## src/rtl/wsfp_pkg.sv

```systemverilog
// WebSocket frame parser package: phase encoding, status and opcode codes,
// result record and small decode functions. No dependencies.
package wsfp_pkg;

  typedef enum logic [2:0] {
    PH_HDR1,
    PH_HDR2,
    PH_EXT,
    PH_MASK,
    PH_DATA
  } phase_t;

  localparam logic [1:0] ST_OK       = 2'd0;
  localparam logic [1:0] ST_PROTO    = 2'd1;
  localparam logic [1:0] ST_OVERFLOW = 2'd2;

  localparam logic [3:0] OP_CONT   = 4'h0;
  localparam logic [3:0] OP_TEXT   = 4'h1;
  localparam logic [3:0] OP_BINARY = 4'h2;
  localparam logic [3:0] OP_CLOSE  = 4'h8;
  localparam logic [3:0] OP_PING   = 4'h9;
  localparam logic [3:0] OP_PONG   = 4'hA;

  localparam logic [6:0]  LEN7_EXT16   = 7'd126;
  localparam logic [6:0]  LEN7_EXT64   = 7'd127;
  localparam logic [6:0]  CTRL_MAX_LEN = 7'd125;
  localparam logic [15:0] CAP_RESET    = 16'd125;
  localparam logic [3:0]  EXT16_BYTES  = 4'd2;
  localparam logic [3:0]  EXT64_BYTES  = 4'd8;
  localparam logic [2:0]  MASK_BYTES   = 3'd4;

  typedef struct packed {
    logic [7:0] payload_byte;
    logic [3:0] frame_opcode;
    logic       frame_fin;
    logic       frame_last;
    logic       empty_frame;
    logic [1:0] status;
  } wsfp_result_t;

  function automatic logic op_defined(input logic [3:0] op);
    return (op == OP_CONT) || (op == OP_TEXT) || (op == OP_BINARY) ||
           (op == OP_CLOSE) || (op == OP_PING) || (op == OP_PONG);
  endfunction

  function automatic logic is_control(input logic [3:0] op);
    return op[3];
  endfunction

  // header acceptance: control rules, then fragmentation order
  function automatic logic header_ok(input logic [3:0] op, input logic fin,
                                     input logic [3:0] open_op,
                                     input logic len_le_max);
    logic ok;
    if (is_control(op)) begin
      ok = fin && len_le_max;
    end else if (op == OP_CONT) begin
      ok = (open_op != OP_CONT);
    end else begin
      ok = (open_op == OP_CONT);
    end
    return ok;
  endfunction

endpackage

```

## src/rtl/wsfp_parser.sv

```systemverilog
// Frame parse state machine: header, extended length, mask key and payload
// unmasking, one byte per cycle while byte_take is high. Depends on wsfp_pkg.
module wsfp_parser (
  input  logic                  clk,
  input  logic                  rst_n,
  input  logic                  byte_take,
  input  logic [7:0]            byte_in,
  input  logic [15:0]           capacity,
  output logic                  res_valid,
  output wsfp_pkg::wsfp_result_t res
);

  wsfp_pkg::phase_t phase_r, phase_nxt;
  logic        cur_fin_r, cur_fin_nxt;
  logic [3:0]  cur_op_r, cur_op_nxt;
  logic [63:0] ext_r, ext_nxt;
  logic [3:0]  ext_cnt_r, ext_cnt_nxt;
  logic        ext_long_r, ext_long_nxt;
  logic [31:0] key_r, key_nxt;
  logic [2:0]  key_cnt_r, key_cnt_nxt;
  logic [62:0] rem_r, rem_nxt;
  logic [1:0]  mphase_r, mphase_nxt;
  logic [3:0]  open_op_r, open_op_nxt;
  logic        halted_r, halted_nxt;

  // decode of the current byte against the current state
  logic        hdr1_bad;
  logic [6:0]  len7;
  logic        len7_ext;
  logic        hdr2_ok;
  logic [63:0] ext_val;
  logic [3:0]  ext_cnt_inc;
  logic        ext_done;
  logic        ext_bad;
  logic        ext_hdr_ok;
  logic [31:0] key_val;
  logic [2:0]  key_cnt_inc;
  logic        key_done;
  logic        rem_zero;
  logic        data_ovf;
  logic [7:0]  key_byte;
  logic [62:0] rem_dec;
  logic        data_last;
  logic        end_frame;

  always_comb begin
    hdr1_bad    = (|byte_in[6:4]) || !wsfp_pkg::op_defined(byte_in[3:0]);
    len7        = byte_in[6:0];
    len7_ext    = (len7 == wsfp_pkg::LEN7_EXT16) || (len7 == wsfp_pkg::LEN7_EXT64);
    hdr2_ok     = wsfp_pkg::header_ok(cur_op_r, cur_fin_r, open_op_r,
                                      len7 <= wsfp_pkg::CTRL_MAX_LEN);
    ext_val     = {ext_r[55:0], byte_in};
    ext_cnt_inc = ext_cnt_r + 4'd1;
    ext_done    = ext_long_r ? (ext_cnt_inc == wsfp_pkg::EXT64_BYTES)
                             : (ext_cnt_inc == wsfp_pkg::EXT16_BYTES);
    ext_bad     = ext_long_r ? ((ext_val[63:16] == 48'd0) || ext_val[63])
                             : (ext_val < {57'd0, wsfp_pkg::LEN7_EXT16});
    ext_hdr_ok  = wsfp_pkg::header_ok(cur_op_r, cur_fin_r, open_op_r,
                                      ext_val <= {57'd0, wsfp_pkg::CTRL_MAX_LEN});
    key_val     = {key_r[23:0], byte_in};
    key_cnt_inc = key_cnt_r + 3'd1;
    key_done    = (key_cnt_inc == wsfp_pkg::MASK_BYTES);
    rem_zero    = (rem_r == 63'd0);
    data_ovf    = (capacity == 16'd0) ||
                  (wsfp_pkg::is_control(cur_op_r) && (rem_r > {47'd0, capacity}));
    case (mphase_r)
      2'd0:    key_byte = key_r[31:24];
      2'd1:    key_byte = key_r[23:16];
      2'd2:    key_byte = key_r[15:8];
      default: key_byte = key_r[7:0];
    endcase
    rem_dec     = rem_r - 63'd1;
    data_last   = (rem_dec == 63'd0);
  end

  // next state
  always_comb begin
    phase_nxt    = phase_r;
    cur_fin_nxt  = cur_fin_r;
    cur_op_nxt   = cur_op_r;
    ext_nxt      = ext_r;
    ext_cnt_nxt  = ext_cnt_r;
    ext_long_nxt = ext_long_r;
    key_nxt      = key_r;
    key_cnt_nxt  = key_cnt_r;
    rem_nxt      = rem_r;
    mphase_nxt   = mphase_r;
    open_op_nxt  = open_op_r;
    halted_nxt   = halted_r;
    end_frame    = 1'b0;
    if (byte_take && !halted_r) begin
      case (phase_r)
        wsfp_pkg::PH_HDR1: begin
          cur_fin_nxt = byte_in[7];
          cur_op_nxt  = byte_in[3:0];
          if (hdr1_bad) begin
            halted_nxt = 1'b1;
          end else begin
            phase_nxt = wsfp_pkg::PH_HDR2;
          end
        end
        wsfp_pkg::PH_HDR2: begin
          if (!byte_in[7]) begin
            halted_nxt = 1'b1;
          end else begin
            ext_nxt     = 64'd0;
            ext_cnt_nxt = 4'd0;
            key_cnt_nxt = 3'd0;
            mphase_nxt  = 2'd0;
            if (len7_ext) begin
              ext_long_nxt = (len7 == wsfp_pkg::LEN7_EXT64);
              phase_nxt    = wsfp_pkg::PH_EXT;
            end else begin
              rem_nxt = {56'd0, len7};
              if (!hdr2_ok) begin
                halted_nxt = 1'b1;
              end else begin
                phase_nxt = wsfp_pkg::PH_MASK;
              end
            end
          end
        end
        wsfp_pkg::PH_EXT: begin
          ext_nxt     = ext_val;
          ext_cnt_nxt = ext_cnt_inc;
          if (ext_done) begin
            if (ext_bad) begin
              halted_nxt = 1'b1;
            end else begin
              rem_nxt = ext_val[62:0];
              if (!ext_hdr_ok) begin
                halted_nxt = 1'b1;
              end else begin
                phase_nxt = wsfp_pkg::PH_MASK;
              end
            end
          end
        end
        wsfp_pkg::PH_MASK: begin
          key_nxt     = key_val;
          key_cnt_nxt = key_cnt_inc;
          if (key_done) begin
            phase_nxt  = wsfp_pkg::PH_DATA;
            mphase_nxt = 2'd0;
            end_frame  = rem_zero;
          end
        end
        wsfp_pkg::PH_DATA: begin
          if (data_ovf) begin
            halted_nxt = 1'b1;
          end else begin
            mphase_nxt = mphase_r + 2'd1;
            rem_nxt    = rem_dec;
            end_frame  = data_last;
          end
        end
        default: begin
          phase_nxt = wsfp_pkg::PH_HDR1;
        end
      endcase
      if (end_frame) begin
        if ((cur_op_r == wsfp_pkg::OP_TEXT) || (cur_op_r == wsfp_pkg::OP_BINARY)) begin
          if (!cur_fin_r) begin
            open_op_nxt = cur_op_r;
          end
        end else if (cur_op_r == wsfp_pkg::OP_CONT) begin
          if (cur_fin_r) begin
            open_op_nxt = wsfp_pkg::OP_CONT;
          end
        end
        phase_nxt    = wsfp_pkg::PH_HDR1;
        cur_fin_nxt  = 1'b0;
        cur_op_nxt   = wsfp_pkg::OP_CONT;
        ext_nxt      = 64'd0;
        ext_cnt_nxt  = 4'd0;
        ext_long_nxt = 1'b0;
        key_cnt_nxt  = 3'd0;
        mphase_nxt   = 2'd0;
        rem_nxt      = 63'd0;
      end
    end
  end

  // result for the byte being taken
  always_comb begin
    res_valid        = 1'b0;
    res.payload_byte = 8'd0;
    res.frame_opcode = cur_op_r;
    res.frame_fin    = cur_fin_r;
    res.frame_last   = 1'b0;
    res.empty_frame  = 1'b0;
    res.status       = wsfp_pkg::ST_OK;
    if (byte_take && !halted_r) begin
      case (phase_r)
        wsfp_pkg::PH_HDR1: begin
          res.frame_opcode = byte_in[3:0];
          res.frame_fin    = byte_in[7];
          if (hdr1_bad) begin
            res_valid  = 1'b1;
            res.status = wsfp_pkg::ST_PROTO;
          end
        end
        wsfp_pkg::PH_HDR2: begin
          if (!byte_in[7] || (!len7_ext && !hdr2_ok)) begin
            res_valid  = 1'b1;
            res.status = wsfp_pkg::ST_PROTO;
          end
        end
        wsfp_pkg::PH_EXT: begin
          if (ext_done && (ext_bad || !ext_hdr_ok)) begin
            res_valid  = 1'b1;
            res.status = wsfp_pkg::ST_PROTO;
          end
        end
        wsfp_pkg::PH_MASK: begin
          if (key_done && rem_zero) begin
            res_valid       = 1'b1;
            res.frame_last  = 1'b1;
            res.empty_frame = 1'b1;
          end
        end
        wsfp_pkg::PH_DATA: begin
          res_valid = 1'b1;
          if (data_ovf) begin
            res.status = wsfp_pkg::ST_OVERFLOW;
          end else begin
            res.payload_byte = byte_in ^ key_byte;
            res.frame_last   = data_last;
          end
        end
        default: begin
          res_valid = 1'b0;
        end
      endcase
    end
  end

  always_ff @(posedge clk) begin
    if (!rst_n) begin
      phase_r    <= wsfp_pkg::PH_HDR1;
      cur_fin_r  <= 1'b0;
      cur_op_r   <= wsfp_pkg::OP_CONT;
      ext_r      <= 64'd0;
      ext_cnt_r  <= 4'd0;
      ext_long_r <= 1'b0;
      key_r      <= 32'd0;
      key_cnt_r  <= 3'd0;
      rem_r      <= 63'd0;
      mphase_r   <= 2'd0;
      open_op_r  <= wsfp_pkg::OP_CONT;
      halted_r   <= 1'b0;
    end else begin
      phase_r    <= phase_nxt;
      cur_fin_r  <= cur_fin_nxt;
      cur_op_r   <= cur_op_nxt;
      ext_r      <= ext_nxt;
      ext_cnt_r  <= ext_cnt_nxt;
      ext_long_r <= ext_long_nxt;
      key_r      <= key_nxt;
      key_cnt_r  <= key_cnt_nxt;
      rem_r      <= rem_nxt;
      mphase_r   <= mphase_nxt;
      open_op_r  <= open_op_nxt;
      halted_r   <= halted_nxt;
    end
  end

endmodule

```

## src/rtl/websocket_frame_parser_top.sv

```systemverilog
// WebSocket receive frame parser, top level: capacity register, handshakes
// and the result register. Depends on wsfp_pkg and wsfp_parser.

// Takes one stream byte per cycle, sustained: in_ready is high whenever the
// result register is empty or is being drained in the same cycle, so bytes
// flow at full rate as long as out_ready stays high. A result appears in the
// result register in the cycle after the byte that causes it; header, length
// and mask bytes usually give no result. The single result register sets
// the latency; each byte is fully handled in the cycle it is accepted.
// After any error result the parser drops all further bytes until reset.
// A cfg_we write updates cap_r, the capacity register, for the next byte.
module websocket_frame_parser_top (
  input  logic        clk,
  input  logic        rst_n,
  input  logic        in_valid,
  output logic        in_ready,
  input  logic [7:0]  in_stream_byte,
  output logic        out_valid,
  input  logic        out_ready,
  output logic [7:0]  out_payload_byte,
  output logic [3:0]  out_frame_opcode,
  output logic        out_frame_fin,
  output logic        out_frame_last,
  output logic        out_empty_frame,
  output logic [1:0]  out_status,
  input  logic        cfg_we,
  input  logic [15:0] cfg_wdata
);

  logic [15:0]            cap_r;
  logic                   out_valid_r, out_valid_nxt;
  wsfp_pkg::wsfp_result_t res_r;
  wsfp_pkg::wsfp_result_t res;
  logic                   res_valid;
  logic                   in_take;

  assign in_ready = !out_valid_r || out_ready;
  assign in_take  = in_valid && in_ready;

  wsfp_parser u_parser (
    .clk       (clk),
    .rst_n     (rst_n),
    .byte_take (in_take),
    .byte_in   (in_stream_byte),
    .capacity  (cap_r),
    .res_valid (res_valid),
    .res       (res)
  );

  always_comb begin
    out_valid_nxt = out_valid_r;
    if (in_take) begin
      out_valid_nxt = res_valid;
    end else if (out_ready) begin
      out_valid_nxt = 1'b0;
    end
  end

  always_ff @(posedge clk) begin
    if (!rst_n) begin
      cap_r       <= wsfp_pkg::CAP_RESET;
      out_valid_r <= 1'b0;
    end else begin
      if (cfg_we) begin
        cap_r <= cfg_wdata;
      end
      out_valid_r <= out_valid_nxt;
    end
  end

  always_ff @(posedge clk) begin
    if (in_take && res_valid) begin
      res_r <= res;
    end
  end

  assign out_valid        = out_valid_r;
  assign out_payload_byte = res_r.payload_byte;
  assign out_frame_opcode = res_r.frame_opcode;
  assign out_frame_fin    = res_r.frame_fin;
  assign out_frame_last   = res_r.frame_last;
  assign out_empty_frame  = res_r.empty_frame;
  assign out_status       = res_r.status;

endmodule
```

## config.mk

```make
export PLATFORM = sky130hd
export DESIGN_NAME = websocket_frame_parser_top
export DESIGN_NICKNAME = d
export VERILOG_FILES = /design/src/rtl/wsfp_pkg.sv /design/src/rtl/wsfp_parser.sv /design/src/rtl/websocket_frame_parser_top.sv
export SDC_FILE = /design/constraint.sdc
export NUM_CORES = 1
export LEC_CHECK = 0
export BUFFER_PORTS_ARGS = -buffer_cell sky130_fd_sc_hd__buf_4
export CAP_MARGIN = 5
export CORE_MARGIN = 4
export CORE_UTILIZATION = 40
export DETAILED_ROUTE_END_ITERATION = 6
export PLACE_DENSITY = 0.6
export SLEW_MARGIN = 40
export SYNTH_ARGS = -nofsm -noshare
export SYNTH_HDL_FRONTEND = slang
export SYNTH_SLANG_ARGS = --single-unit
```

## constraint.sdc

```tcl
create_clock -name clk -period 8.89 [get_ports clk]
set_clock_uncertainty 0.15 [all_clocks]
set_input_delay 0.889 -clock clk [delete_from_list [all_inputs] [get_ports clk]]
set_output_delay 0.889 -clock clk [all_outputs]
set_load 0.005 [all_outputs]
```

Word-level counts from Yosys, hierarchy flattened

Index checks and enable logic that the tools add are counted.

Input port bits: 29
Latch bits: 0
Word-level logic and storage cells: 209
Bits in registers: 208
Memories kept: 0
Memory bits (writable): 0
Output and inout bits: 19
Memory bits (read-only): 0

$add $sub $neg: 4
Bitwise logic cells: 3
Multiply operators: 0
Reduce and logical (&&, ||, !) cells: 63
Multiplexer cells: 80
Div/mod/pow operators: 0
Shift operators: 0
Order comparisons: 4
Eq/ne operators: 35

Operators with widths:

| kind                                                                    | count |
|---|---|
| 63-bit two-way mux                                                      | 6 |
| 63-bit case mux with 3 select lines                                     | 1 |
| 63-bit logical NOT                                                      | 2 |
| 56-bit two-way mux                                                      | 2 |
| 56-bit case mux with 2 select lines                                     | 1 |
| 64-bit by 7-bit <= comparator with 1-bit output (second input constant) | 1 |
| 64-bit by 7-bit < comparator with 1-bit output (second input constant)  | 1 |
| 63-bit by 16-bit greater-than comparator with 1-bit output              | 1 |
| 63-bit by 1-bit subtractor with 63-bit output (second input constant)   | 1 |
| 48-bit logical NOT                                                      | 1 |
| 1-bit two-way mux                                                       | 33 |
| 3-bit two-way mux                                                       | 11 |
| 4-bit two-way mux                                                       | 8 |
| 8-bit case mux with 3 select lines                                      | 1 |
| 3-bit inequality test (second input constant)                           | 6 |
| 4-bit equality test (second input constant)                             | 4 |
| 16-bit logical NOT                                                      | 1 |
| 4-bit nonzero test                                                      | 4 |
| 3-bit case mux with 5 select lines                                      | 1 |
| 7-bit equality test (second input constant)                             | 2 |
| 2-bit nonzero test                                                      | 7 |
| 1-bit logical OR                                                        | 13 |
| 4-bit by 2-bit equality test with 1-bit output (second input constant)  | 3 |
| 4-bit logical NOT                                                       | 3 |
| other kinds (40)                                                        | 75 |

Longest topological paths before layout

Depth after elaboration: 12
Gate-level depth with buffers: 17
Depth with buffers taken out: 12

Hierarchy

A second synthesis with hierarchy kept.

Cell total of the unflattened synthesis: 1,489
Area, all modules: 11,417.2 um^2

Modules (own cells, without submodules):

| module                     | area an instance (um^2) | sequential area each (um^2) | cells an instance | times used |
|---|---|---|---|---|
| wsfp_parser                | 10,254.8                | 3,483.3                     | 1,415             | 1 |
| websocket_frame_parser_top | 1,162.4                 | 850.8                       | 74                | 1 |

Least setup slack after synthesis

OpenSTA, ideal clock, no wires.

Kind: register -> register
Start: register u_parser.rem_r[0]
End: register u_parser.rem_r[18]
Slack: 4.333 ns
Setup time: 0.134 ns
Buffers on the path: 4
Arrival time: 4.273 ns
Cell stages (with the launch flop): 17
Cells stage by stage: dfxtp_1 inv_1 ha_1 clkbuf_1 or4b_1 clkbuf_1 or3_1 or4_4 xnor2_1 or4b_2 nor4bb_1 and4_1 buf_4 a21oi_1 buf_2 a221oi_1 a211oi_1

Longest elaborated chain between the ends: 8

Ends and longest elaborated chain:

| what                                                                                                  | RTL line           | source |
|---|---|---|
| start: declaration                                                                                    | wsfp_parser.sv:21  | `logic [62:0] rem_r, rem_nxt;` |
| start signal: assignment                                                                              | wsfp_parser.sv:261 | `rem_r <= rem_nxt;` |
| parallel branches: the longest is 8 deep, another holds 63-bit by 1-bit subtractor with 63-bit output | --                 |  |

Parallel ways; which one is timed is not known. The select of a mux whose other input is x is not followed.
A chain may end at the register's enable or synchronous reset.

Worst setup path after layout

Start: register u_parser.rem_r[1]
End: register u_parser.rem_r[18]

Same word-level chain as after synthesis.

==> metrics.csv <==
stage;metric;value;unit
critical_path;cpPeakStageDelay;0.71;ns
drt;route.vias.total;12500;
synth;synth_cell_type_count;76;
power;leakagePower;5.10;nW
job;max_cap_viol_count;0;
global_routing;grt_pass1_wl;67.6;mm
synth;netlist_instances;1560;
drt;drt_iter0_drc;1460;
critical_path;critPathArrivalTime;5.75;ns
synth;ys_seq_elements;208;
critical_path;crit_buf_inv;2;
critical_path;path_depth;13;
synth;synthTopCellsByArea;dfxtp_1 (31%), a21oi_1 (9.1%), nand2_1 (5.2%);
synth;synth_common_cells;a21oi_1 (221), dfxtp_1 (191), nand2_1 (169);
critical_path;r2r_end;u_parser.rem_r[18]$_SDFFE_PN0P_;
sta;setup_violations;0;
cts;clkTransAtPathRegs;0.06;ns
cts;clock_sinks;208;
synth;synthSimpleGateAreaFrac;26.9;%
synth;async_reset_ff_share;0;%
final_layout;fin_nets;1579;
cts;cts_tree;built;
critical_path;criticalPathCategory;reg -> reg;
global_routing;grt-ovfl-total;0;
critical_path;cp-start-kind;register;
die;dieWidth;182;um
cts;postCtsResizedCells;0;
global_routing;grt_pass1_vias;11300;
synth;yosysTopAreaCell;dfxtp_1;
cts;htree_levels;1;
placed_design;place_hpwl;30.0;mm
sta;rsz0062_at_grt;no;
die;start_util;40.8;%
global_routing;grt_max_degree;114;
synth;postSynthAreaPerCell;7.79;um^2
cts;holdBufCountCts;0;
final_layout;n_fill_cell;2960;
global_routing;grt_use_total;25.2;%
power;peakVddDrop;0.155;mV
synth;yosysTopAreaCellShare;31.5;%
critical_path;r2r_start;u_parser.rem_r[1]$_SDFFE_PN0P_;
sta;fin_crit;5.50;ns
cts;cts_inserted_buffers;26;
drt;wl_per_cell;22.6;um
synth;synthAdderAreaFrac;2.57;%
drt;viasPerCell;6.43;
sta;tightest_slew;0.808;ns
critical_path;end_kind;register;
die;rows;63;
sta;relSlewSlack;46.1;%
drt;drt_pass1_iterations;7;
global_routing;antenna_found_initial;0;
critical_path;cp_max_fo;32;
critical_path;rr_worst_depth;13;
sta;period_share;61.9;%
drt;drt-total-wl;43.7;mm
die;coreArea;29800;um^2
synth;synthMuxAreaShare;1.52;%
cts;insertion_delay;0.55;ns
critical_path;cp-startpoint;u_parser.rem_r[1]$_SDFFE_PN0P_;
synth;netlist_area;12200;um^2
outcome;status;finished, violations left;
final_layout;syn2layout_area_growth;12.5;%
synth;synth_edf_count;17;
sta;setup_tns;0;ns
synth;seq_area_frac_synth;35.7;%
drt;drc;3;
placed_design;gp_congestion;1.01;
final_layout;antenna_cells;0;
sta;hold_viol;0;
final_layout;layout-drive-gt1-share;10.6;%
die;die_area;33200;um^2
outcome;violations;DRC;
critical_path;crit_required;9.14;ns
critical_path;cp_slowest_cell;or4b_2;
worst_hold_path;hp-class;reg -> reg;
cts;clockBufferDepth;3;
critical_path;reg2reg_slack;3.39;ns
placed_design;io_buffers;47;
die;ios;48;
synth;synth_top_family_by_area;simple AND/OR/NAND/NOR gates;
critical_path;worstPathCellList;inv_1 > ha_1 > or4b_1 > or3_1 > or4_4 > xnor2_1 > or4b_2 > nor4bb_1 > and4_1 > a21oi_4 > buf_4 > a221oi_1 > a211oi_1;
critical_path;crit_family;simple AND/OR/NAND/NOR gates;
sta;slew_viol_final;0;
drt;ant_nets;0;
power;p_per_area;193;nW/um^2
die;die_h;182;um
sta;fmax;182;MHz
synth;synth_warnings;0;
cts;clk_root_buffer_cell;clkbuf_16;
cts;cts_setup_buffers;0;
synth;synth-xor-area-share;2.73;%
final_layout;final_util;45.9;%
synth;synth_most_common_cell;a21oi_1;
synth;synth-main-ff-cell;dfxtp_1;
synth;synth_nets;1614;
critical_path;crit_path_end;u_parser.rem_r[18]$_SDFFE_PN0P_;
synth;synth_compound_area_share;25.1;%
==> flip-flops by register name, indices dropped and copies added (netlist names), 4 cells and up <==
signal / flops
u_parser.ext_r: 56
u_parser.rem_r: 63
u_parser.cur_op_r: 4
u_parser.ext_cnt_r: 4
cap_r: 16
out_frame_opcode: 4
out_payload_byte: 8
u_parser.key_r: 32
u_parser.open_op_r: 4
==> layout by cell type (no fill, tap or decap), types with 9 or more instances in the layout <==
cell / instances
a21oi_1: 220
dfxtp_1: 191
nand2_1: 167
nor2_1: 103
a211oi_1: 75
nor4_1: 64
buf_4: 63
o21ai_0: 55
nand3_1: 52
nor3_1: 42
inv_1: 36
nand4_1: 31
clkbuf_16: 27
or4_1: 26
or3_1: 26
ha_1: 25
xor2_1: 23
a221oi_1: 21
and3_1: 20
a31oi_1: 20
edfxtp_1: 17
or2_2: 15
mux2i_1: 14
xnor2_1: 13
a22oi_1: 12
nand2b_1: 10
o22ai_1: 9
==> through the flow <==
| step | std cells | setup WS (ns) | power (mW) | hold slack [ns] | cell area [um^2] |
|---|---|---|---|---|---|
| global route | 1935 | 3.18 | 2.74 | 0.323 | 13700 |
| floorplan | 1560 | 4.33 | 1.34 | 0.286 | 12200 |
| finish | 1935 | 3.39 | 2.64 | 0.306 | 13700 |
| detailed placement | 1887 | 3.51 | 1.49 | 0.299 | 12700 |
| CTS | 1935 | 3.48 | 2.65 | 0.307 | 13700 |
| global placement | 1886 | 3.37 | 1.49 | 0.292 | 12700 |
==> layout make-up <==
type / count / area, um^2 / share of cell area (%)
flip-flops and latches: 208 / 4330 / 31.7
clock buffers: 36 / 749 / 5.48
multi-input cells: 1185 / 7240 / 53.0
repair buffers: 66 / 515 / 3.77
inverters: 38 / 145 / 1.06
well taps: 390 / 488 / 3.57
clock inverters: 12 / 198 / 1.45
==> report_power, final <==
part | switching, mW | internal, mW | leakage (nW) | total [mW]
clock network | 0.443 | 0.711 | 0.456 | 1.15
registers | 0.0218 | 0.969 | 1.71 | 0.990
logic | 0.330 | 0.170 | 2.94 | 0.500
==> layer usage <==
metal	up-vias	part of all wire, %	GRT usage (%)
met3	116	9.2	3.85
met2	641	43	38.1
met4	0	3.4	7.42
met1	5895	44	37.3
li1	5798	-	-
met5	-	0	0
==> tightest hold or removal path, delay by kind of cell, from the launching register on <==
kind	cells	cell delay (ns)
flip-flops	1	0.31
AND/OR/NAND/NOR	1	0.05
AO/OA/AOI/OAI	1	0.05
==> cells by family (layout without fill, tap and decap cells) <==
kind of cell,Yosys count,in the layout
and+or+nand+nor,620,620
AOI/OAI and AO/OA,485,485
DFF,208,208
buffers and inverters,167,152
xor gates and xnor gates,37,37
adders and majority gates,25,25
muxes,18,18
==> worst min path at each step <==
stage | from | slack, ns | endpoint | cells past startpoint
6_report | u_parser.key_r[25]$_SDFFE_PN0P_ | 0.31 | u_parser.key_r[25]$_SDFFE_PN0P_ | 2
5_1_grt | u_parser.key_r[31]$_SDFFE_PN0P_ | 0.32 | u_parser.key_r[31]$_SDFFE_PN0P_ | 2
4_1_cts | u_parser.key_r[27]$_SDFFE_PN0P_ | 0.31 | u_parser.key_r[27]$_SDFFE_PN0P_ | 2
3_5_place_dp | u_parser.key_r[27]$_SDFFE_PN0P_ | 0.30 | u_parser.key_r[27]$_SDFFE_PN0P_ | 2
3_3_place_gp | u_parser.key_r[31]$_SDFFE_PN0P_ | 0.29 | u_parser.key_r[31]$_SDFFE_PN0P_ | 2
2_1_floorplan | u_parser.key_r[24]$_SDFFE_PN0P_ | 0.29 | u_parser.key_r[24]$_SDFFE_PN0P_ | 2
Note: power is estimated with default switching activity, not from simulation.
